<file path="config.mk">
export PLATFORM = sky130hd
export DESIGN_NAME = line_pixel_generator_flat
export DESIGN_NICKNAME = d
export VERILOG_FILES = /design/src/rtl/core/lpg_pkg.sv /design/src/rtl/core/lpg_item_if.sv /design/src/rtl/core/lpg_pixel_if.sv /design/src/rtl/core/lpg_datapath.sv /design/src/rtl/core/lpg_ctrl.sv /design/src/rtl/core/line_pixel_generator.sv /design/src/flat_wrapper.sv
export SDC_FILE = /design/constraint.sdc
export NUM_CORES = 1
export LEC_CHECK = 0
export BUFFER_PORTS_ARGS = -buffer_cell sky130_fd_sc_hd__buf_2
export CAP_MARGIN = 20
export CELL_PAD_IN_SITES_DETAIL_PLACEMENT = 1
export CELL_PAD_IN_SITES_GLOBAL_PLACEMENT = 1
export CORE_MARGIN = 2
export CORE_UTILIZATION = 46
export DETAILED_ROUTE_END_ITERATION = 10
export PLACE_DENSITY = 0.94
export SLEW_MARGIN = 30
export SYNTH_ARGS = -nofsm -noshare
export SYNTH_HDL_FRONTEND = slang
export SYNTH_HIERARCHICAL = 1
export SYNTH_SLANG_ARGS = --single-unit
export TNS_END_PERCENT = 50
</file>
<file path="constraint.sdc">
create_clock -name clk -period 7.49 [get_ports clk]
set_input_delay 1.1235 -clock clk [delete_from_list [all_inputs] [get_ports clk]]
set_output_delay 1.1235 -clock clk [all_outputs]
set_load 0.02 [all_outputs]
</file>
<file path="src/rtl/core/lpg_pkg.sv">
// Shared constants and control types for the line pixel generator.
package lpg_pkg;

  localparam int COORD_BITS_DEF = 12;
  localparam int COLOR_BITS     = 16;
  localparam int APB_DATA_BITS  = 32;
  localparam int APB_ADDR_BITS  = 3;
  localparam int REG_IDX_BITS   = APB_ADDR_BITS - 2;

  localparam logic [REG_IDX_BITS-1:0] REG_DRAW_COLOR = '0;

  localparam logic CMD_LOAD = 1'b0;
  localparam logic CMD_STEP = 1'b1;

  localparam logic [1:0] DIR_NONE = 2'b00;
  localparam logic [1:0] DIR_POS  = 2'b01;
  localparam logic [1:0] DIR_NEG  = 2'b11;

  typedef struct packed {
    logic load;
    logic step;
  } lpg_cmd_t;

  typedef struct packed {
    logic last;
  } lpg_sts_t;

endpackage

</file>
<file path="src/rtl/core/lpg_item_if.sv">
// Input channel carrying load and step commands with line endpoints.
interface lpg_item_if #(
  parameter int COORD_BITS = lpg_pkg::COORD_BITS_DEF
) ();
  logic                  valid;
  logic                  ready;
  logic                  cmd;
  logic [COORD_BITS-1:0] x_start;
  logic [COORD_BITS-1:0] y_start;
  logic [COORD_BITS-1:0] x_end;
  logic [COORD_BITS-1:0] y_end;

  modport source (output valid, cmd, x_start, y_start, x_end, y_end, input ready);
  modport sink (input valid, cmd, x_start, y_start, x_end, y_end, output ready);
endinterface

</file>
<file path="src/rtl/core/lpg_pixel_if.sv">
// Output channel carrying rasterized pixels.
interface lpg_pixel_if #(
  parameter int COORD_BITS = lpg_pkg::COORD_BITS_DEF
) ();
  logic                              valid;
  logic                              ready;
  logic [COORD_BITS-1:0]             pixel_x;
  logic [COORD_BITS-1:0]             pixel_y;
  logic [lpg_pkg::COLOR_BITS-1:0]    pixel_color;
  logic                              last;

  modport source (output valid, pixel_x, pixel_y, pixel_color, last, input ready);
  modport sink (input valid, pixel_x, pixel_y, pixel_color, last, output ready);
endinterface

</file>
<file path="src/rtl/core/lpg_datapath.sv">
// Line setup, error accumulation and pixel output registers.
module lpg_datapath #(
  parameter int COORD_BITS = lpg_pkg::COORD_BITS_DEF
) (
  input  logic                           clk,
  input  lpg_pkg::lpg_cmd_t              ctl,
  output lpg_pkg::lpg_sts_t              sts,
  input  logic [COORD_BITS-1:0]          x_start,
  input  logic [COORD_BITS-1:0]          y_start,
  input  logic [COORD_BITS-1:0]          x_end,
  input  logic [COORD_BITS-1:0]          y_end,
  input  logic [lpg_pkg::COLOR_BITS-1:0] draw_color,
  output logic [COORD_BITS-1:0]          pixel_x,
  output logic [COORD_BITS-1:0]          pixel_y,
  output logic [lpg_pkg::COLOR_BITS-1:0] pixel_color,
  output logic                           last
);
  import lpg_pkg::*;

  localparam int EW = COORD_BITS + 1;

  logic [COORD_BITS-1:0] cur_col, cur_row;
  logic [EW-1:0]         err_col, err_row;
  logic [COORD_BITS-1:0] abs_dx, abs_dy, major_len;
  logic [1:0]            dir_col, dir_row;
  logic [EW-1:0]         pixels_left;

  logic [COORD_BITS-1:0] dx_next, dy_next, major_next;
  logic [1:0]            dir_col_next, dir_row_next;
  logic [EW-1:0]         sum_col, sum_row;
  logic [EW-1:0]         err_col_next, err_row_next;
  logic [COORD_BITS-1:0] cur_col_next, cur_row_next;

  always_comb begin
    if (x_end > x_start) begin
      dx_next      = x_end - x_start;
      dir_col_next = DIR_POS;
    end else if (x_end < x_start) begin
      dx_next      = x_start - x_end;
      dir_col_next = DIR_NEG;
    end else begin
      dx_next      = '0;
      dir_col_next = DIR_NONE;
    end
    if (y_end > y_start) begin
      dy_next      = y_end - y_start;
      dir_row_next = DIR_POS;
    end else if (y_end < y_start) begin
      dy_next      = y_start - y_end;
      dir_row_next = DIR_NEG;
    end else begin
      dy_next      = '0;
      dir_row_next = DIR_NONE;
    end
    major_next = (dx_next > dy_next) ? dx_next : dy_next;
  end

  always_comb begin
    sum_col      = err_col + EW'(abs_dx);
    sum_row      = err_row + EW'(abs_dy);
    err_col_next = sum_col;
    err_row_next = sum_row;
    cur_col_next = cur_col;
    cur_row_next = cur_row;
    if (sum_col > EW'(major_len)) begin
      err_col_next = sum_col - EW'(major_len);
      unique case (dir_col)
        DIR_POS: cur_col_next = cur_col + COORD_BITS'(1);
        DIR_NEG: cur_col_next = cur_col - COORD_BITS'(1);
        default: cur_col_next = cur_col;
      endcase
    end
    if (sum_row > EW'(major_len)) begin
      err_row_next = sum_row - EW'(major_len);
      unique case (dir_row)
        DIR_POS: cur_row_next = cur_row + COORD_BITS'(1);
        DIR_NEG: cur_row_next = cur_row - COORD_BITS'(1);
        default: cur_row_next = cur_row;
      endcase
    end
  end

  assign sts.last = (pixels_left == EW'(1));

  always_ff @(posedge clk) begin
    if (ctl.load) begin
      abs_dx      <= dx_next;
      abs_dy      <= dy_next;
      dir_col     <= dir_col_next;
      dir_row     <= dir_row_next;
      major_len   <= major_next;
      cur_col     <= x_start;
      cur_row     <= y_start;
      err_col     <= '0;
      err_row     <= '0;
      pixels_left <= EW'(major_next) + EW'(2);
    end else if (ctl.step) begin
      pixel_x     <= cur_col;
      pixel_y     <= cur_row;
      pixel_color <= draw_color;
      last        <= sts.last;
      err_col     <= err_col_next;
      err_row     <= err_row_next;
      cur_col     <= cur_col_next;
      cur_row     <= cur_row_next;
      pixels_left <= pixels_left - EW'(1);
    end
  end

endmodule

</file>
<file path="src/rtl/core/lpg_ctrl.sv">
// Controller that tracks the active line and the output beat register.
module lpg_ctrl (
  input  logic               clk,
  input  logic               rst,
  input  logic               in_valid,
  input  logic               in_cmd,
  output logic               in_ready,
  output logic               out_valid,
  input  logic               out_ready,
  output lpg_pkg::lpg_cmd_t  ctl,
  input  lpg_pkg::lpg_sts_t  sts
);
  import lpg_pkg::*;

  typedef enum logic {S_IDLE, S_DRAW} state_t;

  state_t state;
  logic   accept;

  assign in_ready = !out_valid || out_ready;
  assign accept   = in_valid && in_ready;
  assign ctl.load = accept && (in_cmd == CMD_LOAD);
  assign ctl.step = accept && (in_cmd == CMD_STEP) && (state == S_DRAW);

  always_ff @(posedge clk) begin
    if (rst) begin
      state     <= S_IDLE;
      out_valid <= 1'b0;
    end else begin
      if (ctl.load) begin
        state <= S_DRAW;
      end else if (ctl.step && sts.last) begin
        state <= S_IDLE;
      end
      if (ctl.step) begin
        out_valid <= 1'b1;
      end else if (out_ready) begin
        out_valid <= 1'b0;
      end
    end
  end

  a_no_dual_cmd: assert property (@(posedge clk) disable iff (rst)
    !(ctl.load && ctl.step))
    else $error("load and step issued together");

  a_load_starts: assert property (@(posedge clk) disable iff (rst)
    ctl.load |=> (state == S_DRAW))
    else $error("load did not start a line");

  a_last_ends: assert property (@(posedge clk) disable iff (rst)
    (ctl.step && sts.last) |=> (state == S_IDLE) && out_valid)
    else $error("final pixel did not end the line");

  a_step_fills: assert property (@(posedge clk) disable iff (rst)
    ctl.step |=> out_valid)
    else $error("step produced no output beat");

endmodule

</file>
<file path="src/rtl/core/line_pixel_generator.sv">
// Top level of the line pixel generator: configuration port and block wiring.
//
// The block rasterizes straight lines into pixel coordinates. Items arrive on
// the item channel: a load (cmd 0) takes the two endpoints and starts a new
// line, dropping any line in progress, and produces no beat. Each step (cmd 1)
// produces one beat on the pixel channel with the current point, the draw
// color and a last flag; a step with no active line produces nothing. A line
// of major length L yields L + 2 beats, the start point appearing twice.
// The draw color register sits at byte address 0 of the APB port.
// A beat appears on the pixel channel in the cycle after its step is accepted.
// The block takes one item per cycle, the error update of a single step
// being done combinationally on the held line state. The output register frees
// the input side: an item is accepted whenever that register is empty or
// is being read in the same cycle, so a stalled receiver holds the input.
// Reset clears the color register and leaves no line active.
module line_pixel_generator #(
  parameter int COORD_BITS = lpg_pkg::COORD_BITS_DEF
) (
  input  logic                              clk,
  input  logic                              rst,
  lpg_item_if.sink                          item,
  lpg_pixel_if.source                       pixel,
  input  logic                              psel,
  input  logic                              penable,
  input  logic                              pwrite,
  input  logic [lpg_pkg::APB_ADDR_BITS-1:0] paddr,
  input  logic [lpg_pkg::APB_DATA_BITS-1:0] pwdata,
  output logic [lpg_pkg::APB_DATA_BITS-1:0] prdata,
  output logic                              pready
);
  import lpg_pkg::*;

  logic [COLOR_BITS-1:0]   draw_color;
  logic [REG_IDX_BITS-1:0] reg_idx;
  lpg_cmd_t                ctl;
  lpg_sts_t                sts;

  assign reg_idx = paddr[APB_ADDR_BITS-1:2];
  assign pready  = 1'b1;
  assign prdata  = (reg_idx == REG_DRAW_COLOR) ? APB_DATA_BITS'(draw_color) : '0;

  always_ff @(posedge clk) begin
    if (rst) begin
      draw_color <= '0;
    end else if (psel && penable && pwrite && pready && (reg_idx == REG_DRAW_COLOR)) begin
      draw_color <= pwdata[COLOR_BITS-1:0];
    end
  end

  lpg_ctrl u_ctrl (
    .clk       (clk),
    .rst       (rst),
    .in_valid  (item.valid),
    .in_cmd    (item.cmd),
    .in_ready  (item.ready),
    .out_valid (pixel.valid),
    .out_ready (pixel.ready),
    .ctl       (ctl),
    .sts       (sts)
  );

  lpg_datapath #(
    .COORD_BITS (COORD_BITS)
  ) u_datapath (
    .clk         (clk),
    .ctl         (ctl),
    .sts         (sts),
    .x_start     (item.x_start),
    .y_start     (item.y_start),
    .x_end       (item.x_end),
    .y_end       (item.y_end),
    .draw_color  (draw_color),
    .pixel_x     (pixel.pixel_x),
    .pixel_y     (pixel.pixel_y),
    .pixel_color (pixel.pixel_color),
    .last        (pixel.last)
  );

endmodule
</file>
<file path="src/flat_wrapper.sv">
// flat-port wrapper written by rule: the top's interface ports become plain ports
module line_pixel_generator_flat import lpg_pkg::*;
#(
  parameter int COORD_BITS = lpg_pkg::COORD_BITS_DEF
)
  (clk, rst, psel, penable, pwrite, paddr, pwdata, prdata, pready, item_valid, item_cmd, item_x_start, item_y_start, item_x_end, item_y_end, item_ready, pixel_valid, pixel_pixel_x, pixel_pixel_y, pixel_pixel_color, pixel_last, pixel_ready);
  lpg_item_if #(.COORD_BITS(COORD_BITS)) item_i ();
  lpg_pixel_if #(.COORD_BITS(COORD_BITS)) pixel_i ();
  input  logic clk;
  input  logic rst;
  input  logic psel;
  input  logic penable;
  input  logic pwrite;
  input  logic [lpg_pkg::APB_ADDR_BITS-1:0] paddr;
  input  logic [lpg_pkg::APB_DATA_BITS-1:0] pwdata;
  output logic [lpg_pkg::APB_DATA_BITS-1:0] prdata;
  output logic pready;
  input wire logic [$bits(item_i.valid)-1:0] item_valid;
  input wire logic [$bits(item_i.cmd)-1:0] item_cmd;
  input wire logic [$bits(item_i.x_start)-1:0] item_x_start;
  input wire logic [$bits(item_i.y_start)-1:0] item_y_start;
  input wire logic [$bits(item_i.x_end)-1:0] item_x_end;
  input wire logic [$bits(item_i.y_end)-1:0] item_y_end;
  output wire logic [$bits(item_i.ready)-1:0] item_ready;
  output wire logic [$bits(pixel_i.valid)-1:0] pixel_valid;
  output wire logic [$bits(pixel_i.pixel_x)-1:0] pixel_pixel_x;
  output wire logic [$bits(pixel_i.pixel_y)-1:0] pixel_pixel_y;
  output wire logic [$bits(pixel_i.pixel_color)-1:0] pixel_pixel_color;
  output wire logic [$bits(pixel_i.last)-1:0] pixel_last;
  input wire logic [$bits(pixel_i.ready)-1:0] pixel_ready;
  assign item_i.valid = item_valid;
  assign item_i.cmd = item_cmd;
  assign item_i.x_start = item_x_start;
  assign item_i.y_start = item_y_start;
  assign item_i.x_end = item_x_end;
  assign item_i.y_end = item_y_end;
  assign item_ready = item_i.ready;
  assign pixel_valid = pixel_i.valid;
  assign pixel_pixel_x = pixel_i.pixel_x;
  assign pixel_pixel_y = pixel_i.pixel_y;
  assign pixel_pixel_color = pixel_i.pixel_color;
  assign pixel_last = pixel_i.last;
  assign pixel_i.ready = pixel_ready;
  line_pixel_generator #(.COORD_BITS(COORD_BITS)) u_core (.clk(clk), .rst(rst), .item(item_i), .pixel(pixel_i), .psel(psel), .penable(penable), .pwrite(pwrite), .paddr(paddr), .pwdata(pwdata), .prdata(prdata), .pready(pready));
endmodule
</file>
==> metrics.csv, run 1 <==
stage;metric;value;unit
run_status;status;complete, no violations;
yosys;top_reg_cell synth;edfxtp_1;
die;die area;28480;um^2
power;Leak;6.263;nW
route;1st-pass router iterations;6;
worst_hold_path;Hold/Removal Path Class;flop to flop;
place;HPWL Detailed;28.52;mm
die;Die Wd;168.8;um
route;# DRC;0;
yosys;Post-Syn Area;12490;um^2
yosys;Async SR Flop Fraction;0;
clocking;post-CTS sizing;0;
finish;nets@finish;1659;
setup_path;Critical Path, Cell by Cell;buf_2, inv_1, ha_1, inv_1, fa_1, nand3_1, a21oi_2, o41ai_2, a21oi_1, and3_1, or3_1, ha_1, a21o_1, a21o_1, a21oi_1, o21a_1, a21oi_2, o21ai_0, ha_1, nand4_4, or4_1, and3_1;
clocking;CTS Hold Buffers Added;0;
sta;period utilization;0.9023;
place;IO Port Bufs;131;
sta;Hold Slack;0.4610;ns
place;placed insts;1751;
finish;final non-filler cell total;1785;
clocking;clock latency on the worst-skew pair;0.45;ns
sta;Slew headroom;0.3358;
setup_path;maximum fanout along the worst path;14;
route;DR WL/cell;25.29;um
setup_path;Critical Path Stages;22;
sta;worst slew pin tran;0.9942;ns
setup_path;Worst EP required;7.70;ns
setup_path;most frequent CP cell;ha_1;
route;via count;11660;
yosys;post-synthesis sequential area ratio;0.3543;
sta;final setup fails;0;
sta;Slew Limit Fails;0;
sta;minimum clock period;6.758;ns
global_routing;vias in the first global route;12680;
clocking;clk sinks;162;
power;pwr dens;277.9;nW/um^2
clocking;Post-CTS Setup Inserts;0;
yosys;Area contributors post-synth;edfxtp_1, ha_1, dfxtp_1;
yosys;area share of the largest cell type after synthesis;0.2838;
setup_path;R2R setup slack;2.36;ns
clocking;Reg clk slew, reported paths;0.08;ns
setup_path;Critical Path Source Type;input port;
route;antenna-violating nets left;0;
yosys;Cells after Synth;1317;
sta;setup_tns;0;ns
setup_path;slowest CP cell;o41ai_2;
place;gpl congestion;0.8963;
yosys;Synth Warn #;6;
setup_path;slowest cell delay on critical path;0.52;ns
clocking;H-tree levels;4;
setup_path;Crit. End Element;flop;
finish;layout cells sized above 1;0.1526;
place;Placement Setup Slack;0.6685;ns
global_routing;largest net degree at the start of global routing;99;
yosys;Mean Syn Cell Area;9.480;um^2
clocking;CTS buffer count;17;
yosys;Unique masters post-synth;87;
yosys;area leader, netlist;edfxtp_1;
worst_hold_path;hold path depth;0;
route;Post-Route WL;45.14;mm
global_routing;Total GRT Usage;0.3184;
route;via/cell ratio;6.532;
route;Initial DRC Count;1425;
setup_path;WS Path Type;input port to flop;
setup_path;R2R depth;15;
setup_path;Top delay family on crit path;compound AO/OA/AOI/OAI gates;
sta;fmax;148.0;MHz
global_routing;initial antenna violation count;2;
yosys;post-synthesis register bit count;162;
sta;Final Hold Violating Endpoints;0;
sta;PnR worst setup slack;0.7319;ns
power;peak supply drop;229.3;uV
yosys;Post-synth EDFFs;118;
die;Boundary Pins;167;
die;Rows;60;
die;Initial Utilization;0.4659;
clocking;Clock Tree Root;clkbuf_16;
finish;area delta synth->final;11.70;%
sta;clk_skew;0.01868;ns
run;max-cap check violation count;0;
clocking;TritonCTS clock tree;done;
setup_path;WP buf/inv;3;
global_routing;global-route wire length before repair;70.89;mm
global_routing;GRT overflow;0;
setup_path;critical path data arrival time;6.96;ns
clocking;Max clock buf depth;2;
die;Die Ht;168.8;um
die;core footprint;26800;um^2
sta;unrepaired setup endpoints after global routing;false;
[layer usage]
layer,wire (um),vias up,GRT usage
met5,0,-,0
met3,3230,298,0.06243
met4,3363,0,0.2196
met2,22120,735,0.5456
li1,-,4944,-
met1,16420,5683,0.3579
[cells in the mapped netlist (all sizes together) (9+ instances only)]
cell and n:
and3 12, mux2i 44, nor3 21, xnor2 51
nand4 14, a21o 45, a21oi 73, nand2 102
clkbuf 29, buf 32, nand3 21, fa 10
a211oi 13, or3 10, dfxtp 44, ha 129
nor2 67, a221oi 13, o21bai 11, inv 127
o31ai 9, o21ai 85, o21a 17, edfxtp 118
nor2b 27, xor2 22, nand2b 44
[per-stage QoR]
step                instance area, um^2    util  total power, W
floorplan                         12540       -        0.002352
global placement                  13330  0.4975        0.002637
detailed placement                13340  0.4979        0.002778
CTS                               13940  0.5200        0.003811
global route                      13950  0.5204        0.004026
finish                            13950  0.5204        0.003875
[kinds of logic after synthesis]
family	after synthesis	synth area share
AO/OA/AOI/OAI	352	0.1974
flip-flops	162	0.3543
AND/OR/NAND/NOR	351	0.1431
adder cells (fa/ha/maj)	139	0.1453
other	2	0.0006015
multiplexers	50	0.04068
XOR/XNOR	73	0.05121
buffers and inverters	188	0.06734
[cell type report]
type | instances | area, um^2
Clock inverter | 14 | 153.9
Tap cell | 341 | 426.7
Inverter | 127 | 479.2
Clock buffer | 18 | 439.2
Multi-Input combinational cell | 982 | 7300
Fill cell | 3074 | 12850
Antenna cell | 2 | 5.005
Sequential cell | 162 | 4424
Timing Repair Buffer | 139 | 719.4
[placed cells by master, fill, tap and decap left out, drive strengths merged, types with 10 or more instances in the layout]
| master | n |
|---|---|
| a211oi | 13 |
| a21o | 45 |
| a21oi | 73 |
| a221oi | 13 |
| and3 | 12 |
| buf | 139 |
| clkbuf | 18 |
| conb | 17 |
| dfxtp | 44 |
| edfxtp | 118 |
| fa | 10 |
| ha | 129 |
| inv | 137 |
| mux2i | 44 |
| nand2 | 102 |
| nand2b | 44 |
| nand3 | 21 |
| nand4 | 14 |
| nor2 | 67 |
| nor2b | 27 |
| nor3 | 21 |
| o21a | 17 |
| o21ai | 85 |
| o21bai | 11 |
| or3 | 10 |
| xnor2 | 51 |
| xor2 | 22 |
[state kept, by name, summed over array words and instances, names as in the netlist]
register	cells
u_core/draw_color	16
u_core/u_datapath/pixel_y	12
u_core/u_datapath/abs_dx	12
u_core/u_datapath/err_col	13
u_core/u_datapath/cur_col	12
u_core/u_datapath/err_row	13
u_core/u_ctrl/state	1
u_core/u_datapath/pixel_color	16
u_core/u_datapath/abs_dy	12
u_core/u_datapath/pixels_left	13
u_core/u_datapath/dir_col	2
u_core/u_datapath/cur_row	12
u_core/u_datapath/dir_row	2
u_core/u_ctrl/out_valid	1
u_core/u_datapath/pixel_x	12
u_core/u_datapath/major_len	12
u_core/u_datapath/last	1
[power by group]
part,internal (W),switching [W]
sequential,0.00107,0.0000554
clock,0.000460,0.000466
combinational,0.000683,0.00114
[worst paths after layout]
kind                                                                    end                                  start
worst min register to register   u_core/u_datapath/pixel_color[9]$_DFFE_PP_      u_core/draw_color[9]$_SDFFE_PP0P_
worst max-delay path            u_core/u_datapath/pixels_left[11]$_DFFE_PP_                          item_x_end[0]
worst min-delay path             u_core/u_datapath/pixel_color[9]$_DFFE_PP_      u_core/draw_color[9]$_SDFFE_PP0P_
worst max register to register       u_core/u_datapath/cur_col[0]$_DFFE_PP_  u_core/u_datapath/abs_dx[0]$_DFFE_PP_
Power figures use the tool's default switching activity.
==> run 2, diff against run 1 <==
--- a/config.mk
+++ b/config.mk
@@ -9,10 +9,12 @@
 export CAP_MARGIN = 20
 export CELL_PAD_IN_SITES_DETAIL_PLACEMENT = 1
 export CELL_PAD_IN_SITES_GLOBAL_PLACEMENT = 1
+export CORE_ASPECT_RATIO = 0.7
 export CORE_MARGIN = 2
 export CORE_UTILIZATION = 46
 export DETAILED_ROUTE_END_ITERATION = 10
-export PLACE_DENSITY = 0.94
+export GPL_TIMING_DRIVEN = 0
+export PLACE_DENSITY_LB_ADDON = 0.1
 export SLEW_MARGIN = 30
 export SYNTH_ARGS = -nofsm -noshare
 export SYNTH_HDL_FRONTEND = slang
==> run 2 against run 1 <==
Non-clock buffer count grew 60. Sequential share of layout area shrank 0.96 points. Clock skew shrank 0.0090 ns. Fmax shrank 6.5%. Final area grew 3.1%. Power shrank 3.8%. Critical endpoint unchanged. Largest power group unchanged.
==> metrics.csv, run 2 (same netlist as run 1, synthesis figures left out) <==
stage;metric;value;unit
place;IO Port Bufs;131;
die;Rows;50;
setup_path;Critical Path Source Type;input port;
global_routing;Total GRT Usage;0.2747;
finish;biggest regs;u_core/draw_color x16, u_core/u_datapath/pixel_color x16;
die;Die Ht;141.8;um
route;DR WL/cell;20.91;um
die;Initial Utilization;0.4674;
route;1st-pass router iterations;5;
sta;Final Hold Violating Endpoints;0;
clocking;TritonCTS clock tree;done;
sta;period utilization;0.9653;
sta;Slew Limit Fails;0;
die;Die Wd;200.9;um
route;Initial DRC Count;687;
setup_path;maximum fanout along the worst path;10;
run_status;status;complete, no violations;
setup_path;Crit. End Element;flop;
global_routing;global-route wire length before repair;60.59;mm
finish;most common cell after layout, fill and taps aside;buf_2;
route;via count;10640;
clocking;H-tree levels;4;
place;Placement Setup Slack;-0.3411;ns
die;die area;28500;um^2
power;Overall Power;0.003729;W
sta;unrepaired setup endpoints after global routing;false;
clocking;clock latency on the worst-skew pair;0.44;ns
finish;Multi-input gate area;7300;um^2
route;via/cell ratio;5.699;
sta;fmax;138.3;MHz
clocking;Reg clk slew, reported paths;0.07;ns
clocking;Post-CTS Setup Inserts;0;
finish;area delta synth->final;15.20;%
place;HPWL Detailed;30.43;mm
finish;nets@finish;1719;
finish;Layout Utilization;0.5385;
finish;Sequential cell area;4424;um^2
route;# DRC;0;
route;antenna-violating nets left;0;
global_routing;initial antenna violation count;0;
sta;worst slew pin tran;0.9481;ns
setup_path;Worst EP required;7.68;ns
global_routing;vias in the first global route;10780;
setup_path;WS Path Type;input port to flop;
clocking;Max clock buf depth;2;
sta;PnR worst setup slack;0.2600;ns
global_routing;largest net degree at the start of global routing;28;
sta;clk_skew;0.009663;ns
finish;Ant. Diodes;0;
finish;layout cells sized above 1;0.1644;
place;gpl congestion;0.8949;
clocking;Clock Tree Root;clkbuf_16;
clocking;CTS Hold Buffers Added;0;
clocking;clk sinks;162;
power;pwr dens;259.2;nW/um^2
worst_hold_path;Hold/Removal Path Class;flop to flop;
route;Post-Route WL;39.01;mm
power;peak supply drop;172.3;uV
global_routing;GRT overflow;0;
run;max-cap check violation count;0;
die;Boundary Pins;167;
power;Leak;6.483;nW
die;core footprint;26710;um^2
setup_path;critical path data arrival time;7.42;ns
sta;minimum clock period;7.230;ns
finish;most frequent cells in the layout;buf_2, ha_1, inv_1, edfxtp_1, nand2_1;
finish;fillers;3134;
sta;final setup fails;0;
clocking;CTS buffer count;17;
sta;Slew headroom;0.3680;
run 2: layer usage:
metal	GRT usage	wire, um
met1	0.3942	19030
met2	0.4360	17430
met3	0.04249	2005
met4	0.06511	548
met5	0	0
run 2: final timing paths:
check / from / endpoint / slack [ns] / depth (start not counted)
setup reg to reg: u_core/u_datapath/abs_dx[1]$_DFFE_PP_ / u_core/u_datapath/cur_col[4]$_DFFE_PP_ / 2.71 / 18
hold reg to reg: u_core/draw_color[6]$_SDFFE_PP0P_ / u_core/u_datapath/pixel_color[6]$_DFFE_PP_ / 0.45 / 0
hold / removal: u_core/draw_color[6]$_SDFFE_PP0P_ / u_core/u_datapath/pixel_color[6]$_DFFE_PP_ / 0.45 / 0
setup / recovery: item_x_end[0] / u_core/u_datapath/pixels_left[11]$_DFFE_PP_ / 0.26 / 24
run 2: final cells by class:
type                    instances  area share
repair buffers                138     0.05280
clock inverters                 8    0.006002
plain buffers                  61     0.02540
flip-flops and latches        162      0.3076
inverters                     127     0.03332
well taps                     364     0.03166
multi-input cells             982      0.5075
clock buffers                  24     0.03575
run 2: critical path, stage by stage:
cell	delay, ns
buf_2	0.11
inv_1	0.05
ha_1	0.16
inv_1	0.06
fa_1	0.40
nand3_1	0.17
a21oi_2	0.10
o41ai_2	0.53
a21oi_1	0.35
and3_1	0.29
or3_1	0.45
ha_1	0.35
a21o_1	0.16
a21o_1	0.18
a21oi_1	0.24
o21a_1	0.20
a21oi_2	0.13
clkbuf_2	0.26
clkbuf_1	0.28
o21ai_0	0.63
ha_1	0.42
nand4_4	0.15
or4_1	0.48
and3_1	0.16
run 2: power breakdown:
group          leakage (nW)  internal [W]  switching [W]  total, W
Combinational          4.71      0.000689        0.00102   0.00171
Clock                 0.299      0.000522       0.000387  0.000908
Sequential             1.48       0.00107      0.0000458   0.00111
run 2: what timing repair did:
action | 4_1_cts | 5_1_grt
hold endpoints to repair | 0 | 0
setup endpoints to repair | 1 | 2
resized for setup | 1 | 4
run 2: stage by stage:
| step | hold WS [ns] | instance area (um^2) | cells | TNS [ns] |
|---|---|---|---|---|
| 6_report | 0.4532 | 14380 | 1866 | 0 |
| 4_1_cts | 0.4552 | 14370 | 1865 | 0 |
| 2_1_floorplan | 0.4235 | 12540 | 1332 | 0 |
| 3_5_place_dp | 0.4388 | 13770 | 1833 | -0.3411 |
| 5_1_grt | 0.4687 | 14380 | 1866 | 0 |
| 3_3_place_gp | 0.4374 | 13650 | 1827 | -0.1734 |
==> run 3, diff against run 2 <==
--- a/config.mk
+++ b/config.mk
@@ -5,7 +5,7 @@
 export SDC_FILE = /design/constraint.sdc
 export NUM_CORES = 1
 export LEC_CHECK = 0
-export BUFFER_PORTS_ARGS = -buffer_cell sky130_fd_sc_hd__buf_2
+export BUFFER_PORTS_ARGS = -buffer_cell sky130_fd_sc_hd__buf_4
 export CAP_MARGIN = 20
 export CELL_PAD_IN_SITES_DETAIL_PLACEMENT = 1
 export CELL_PAD_IN_SITES_GLOBAL_PLACEMENT = 1
@@ -14,7 +14,7 @@
 export CORE_UTILIZATION = 46
 export DETAILED_ROUTE_END_ITERATION = 10
 export GPL_TIMING_DRIVEN = 0
-export PLACE_DENSITY_LB_ADDON = 0.1
+export PLACE_DENSITY = 0.93
 export SLEW_MARGIN = 30
 export SYNTH_ARGS = -nofsm -noshare
 export SYNTH_HDL_FRONTEND = slang
==> run 3 against run 2 <==
Clock-buffer cell count decreased by 4. Fmax decreased by 1.1%. Final area increased by 2.2%. Largest power group unchanged.
==> metrics.csv, run 3 (same netlist as run 1, synthesis figures left out) <==
stage;metric;value;unit
route;# DRC;0;
setup_path;Crit. End Element;flop;
worst_hold_path;Hold Path Origin;u_core/draw_color[4]$_SDFFE_PP0P_;
clocking;clk sinks;162;
finish;most common cell after layout, fill and taps aside;buf_4;
die;Die Ht;141.8;um
sta;PnR worst setup slack;0.1810;ns
place;gpl congestion;0.9186;
global_routing;GRT overflow;0;
route;Initial DRC Count;1305;
clocking;clock latency on the worst-skew pair;0.46;ns
power;peak supply drop;192.1;uV
route;via/cell ratio;6.242;
route;1st-pass router iterations;5;
run_status;status;complete, no violations;
sta;Final Hold Violating Endpoints;0;
sta;unrepaired setup endpoints after global routing;false;
clocking;H-tree levels;4;
die;Die Wd;200.9;um
sta;clk_skew;0.01779;ns
setup_path;maximum fanout along the worst path;19;
sta;minimum clock period;7.309;ns
die;Rows;50;
finish;layout cells sized above 1;0.1656;
route;antenna-violating nets left;0;
power;pwr dens;265.4;nW/um^2
clocking;Max clock buf depth;2;
die;die area;28500;um^2
setup_path;slowest cell delay on critical path;0.75;ns
global_routing;Total GRT Usage;0.3301;
die;Initial Utilization;0.4674;
finish;area delta synth->final;17.76;%
global_routing;global-route wire length before repair;72.37;mm
worst_hold_path;Hold/Removal Path Class;flop to flop;
global_routing;vias in the first global route;12600;
route;Post-Route WL;46.39;mm
finish;most frequent cells in the layout;buf_4, ha_1, inv_1, edfxtp_1, nand2_1;
die;Boundary Pins;167;
finish;Layout Utilization;0.5504;
finish;fillers;3040;
sta;period utilization;0.9758;
power;Leak;6.562;nW
place;IO Port Bufs;131;
setup_path;slowest CP cell;o21ai_0;
global_routing;initial antenna violation count;2;
place;Placement Setup Slack;-0.2510;ns
setup_path;critical path data arrival time;7.53;ns
setup_path;crit path from;item_y_start[10];
place;placed insts;1831;
setup_path;Critical Path Source Type;input port;
setup_path;R2R Path Start;u_core/u_datapath/abs_dy[0]$_DFFE_PP_;
clocking;CTS buffer count;17;
route;DR WL/cell;24.90;um
clocking;TritonCTS clock tree;done;
sta;Slew headroom;0.3248;
clocking;CTS Hold Buffers Added;0;
setup_path;Worst EP required;7.72;ns
place;HPWL Detailed;33.28;mm
setup_path;Critical Path, Cell by Cell;buf_4, inv_1, ha_1, nand4_1, or3_1, clkbuf_1, a22o_1, buf_2, a221oi_1, a21oi_2, inv_1, ha_1, a21o_1, a21o_1, a21oi_1, o21a_1, a21oi_2, clkbuf_2, o21ai_0, ha_1, nand4_4, or4_1, and3_1;
global_routing;largest net degree at the start of global routing;30;
die;core footprint;26710;um^2
clocking;Reg clk slew, reported paths;0.08;ns
sta;final setup fails;0;
clocking;Clock Tree Root;clkbuf_16;
finish;final non-filler cell total;1863;
finish;biggest regs;u_core/draw_color x16, u_core/u_datapath/pixel_color x16;
sta;fmax;136.8;MHz
setup_path;WS Path Type;input port to flop;
finish;nets@finish;1715;
route;via count;11630;
sta;Hold Slack;0.4633;ns
sta;Slew Limit Fails;0;
run;max-cap check violation count;0;
sta;worst slew pin tran;1.011;ns
setup_path;most frequent CP cell;ha_1;
-- run 3: cell count changes in the layout (fill, tap and decap cells not counted), sizes merged --
cell | previous run | this run
buf | 170 | 167
clkbuf | 53 | 48
diode | 0 | 1
inv | 133 | 136
bufinv | 1 | 0
clkinv | 1 | 3
-- run 3: layout make-up --
class	instances	area, um^2	area share
Clock inverter	12	125.1	0.008510
Buffer	60	361.6	0.02459
Clock buffer	20	489.2	0.03327
Sequential cell	162	4424	0.3009
Inverter	127	476.7	0.03242
Antenna cell	1	2.502	0.0001702
Timing Repair Buffer	135	1054	0.07165
Multi-Input combinational cell	982	7315	0.4975
Tap cell	364	455.4	0.03098
-- run 3: report_power, final --
group / total (W) / switching [W] / internal (W)
combinational: 0.00183 / 0.00113 / 0.000708
sequential: 0.00112 / 0.0000511 / 0.00107
clock: 0.000950 / 0.000457 / 0.000494
total: 0.00390 / 0.00163 / 0.00227
-- run 3: metal layers --
metal  global-route usage  share of wire
met4               0.1758          0.049
met5                    0        0.00050
met3              0.06913          0.083
met2               0.5622           0.48
met1               0.3954           0.39
-- run 3: timing repair --
item,4_1_cts,5_1_grt
setup endpoints to repair,0,5
resized for setup,0,6
setup buffers,0,0
-- run 3: critical path: cells and delay by family --
family | cells | cell delay [ns]
AO/OA/AOI/OAI | 9 | 2.49
AND/OR/NAND/NOR | 5 | 1.64
adder cells (fa/ha/maj) | 3 | 1.22
buffers and inverters | 6 | 1.03
-- run 3: path summary, 6_finish.rpt --
| check | end | slack (ns) | cells past startpoint |
|---|---|---|---|
| max | u_core/u_datapath/pixels_left[11]$_DFFE_PP_ | 0.18 | 23 |
| min | u_core/u_datapath/pixel_color[4]$_DFFE_PP_ | 0.46 | 0 |
| max reg2reg | u_core/u_datapath/cur_row[2]$_DFFE_PP_ | 2.39 | 17 |
| min reg2reg | u_core/u_datapath/pixel_color[4]$_DFFE_PP_ | 0.46 | 0 |
-- run 3: per-stage QoR --
stage	total power (W)	instance area, um^2	setup TNS, ns
after floorplan	0.002352	12540	0
after global placement	0.002689	13980	-0.01796
after detailed placement	0.002840	14070	-0.2510
after CTS	0.003849	14680	0
after global routing	0.004061	14700	0
final	0.003902	14700	0
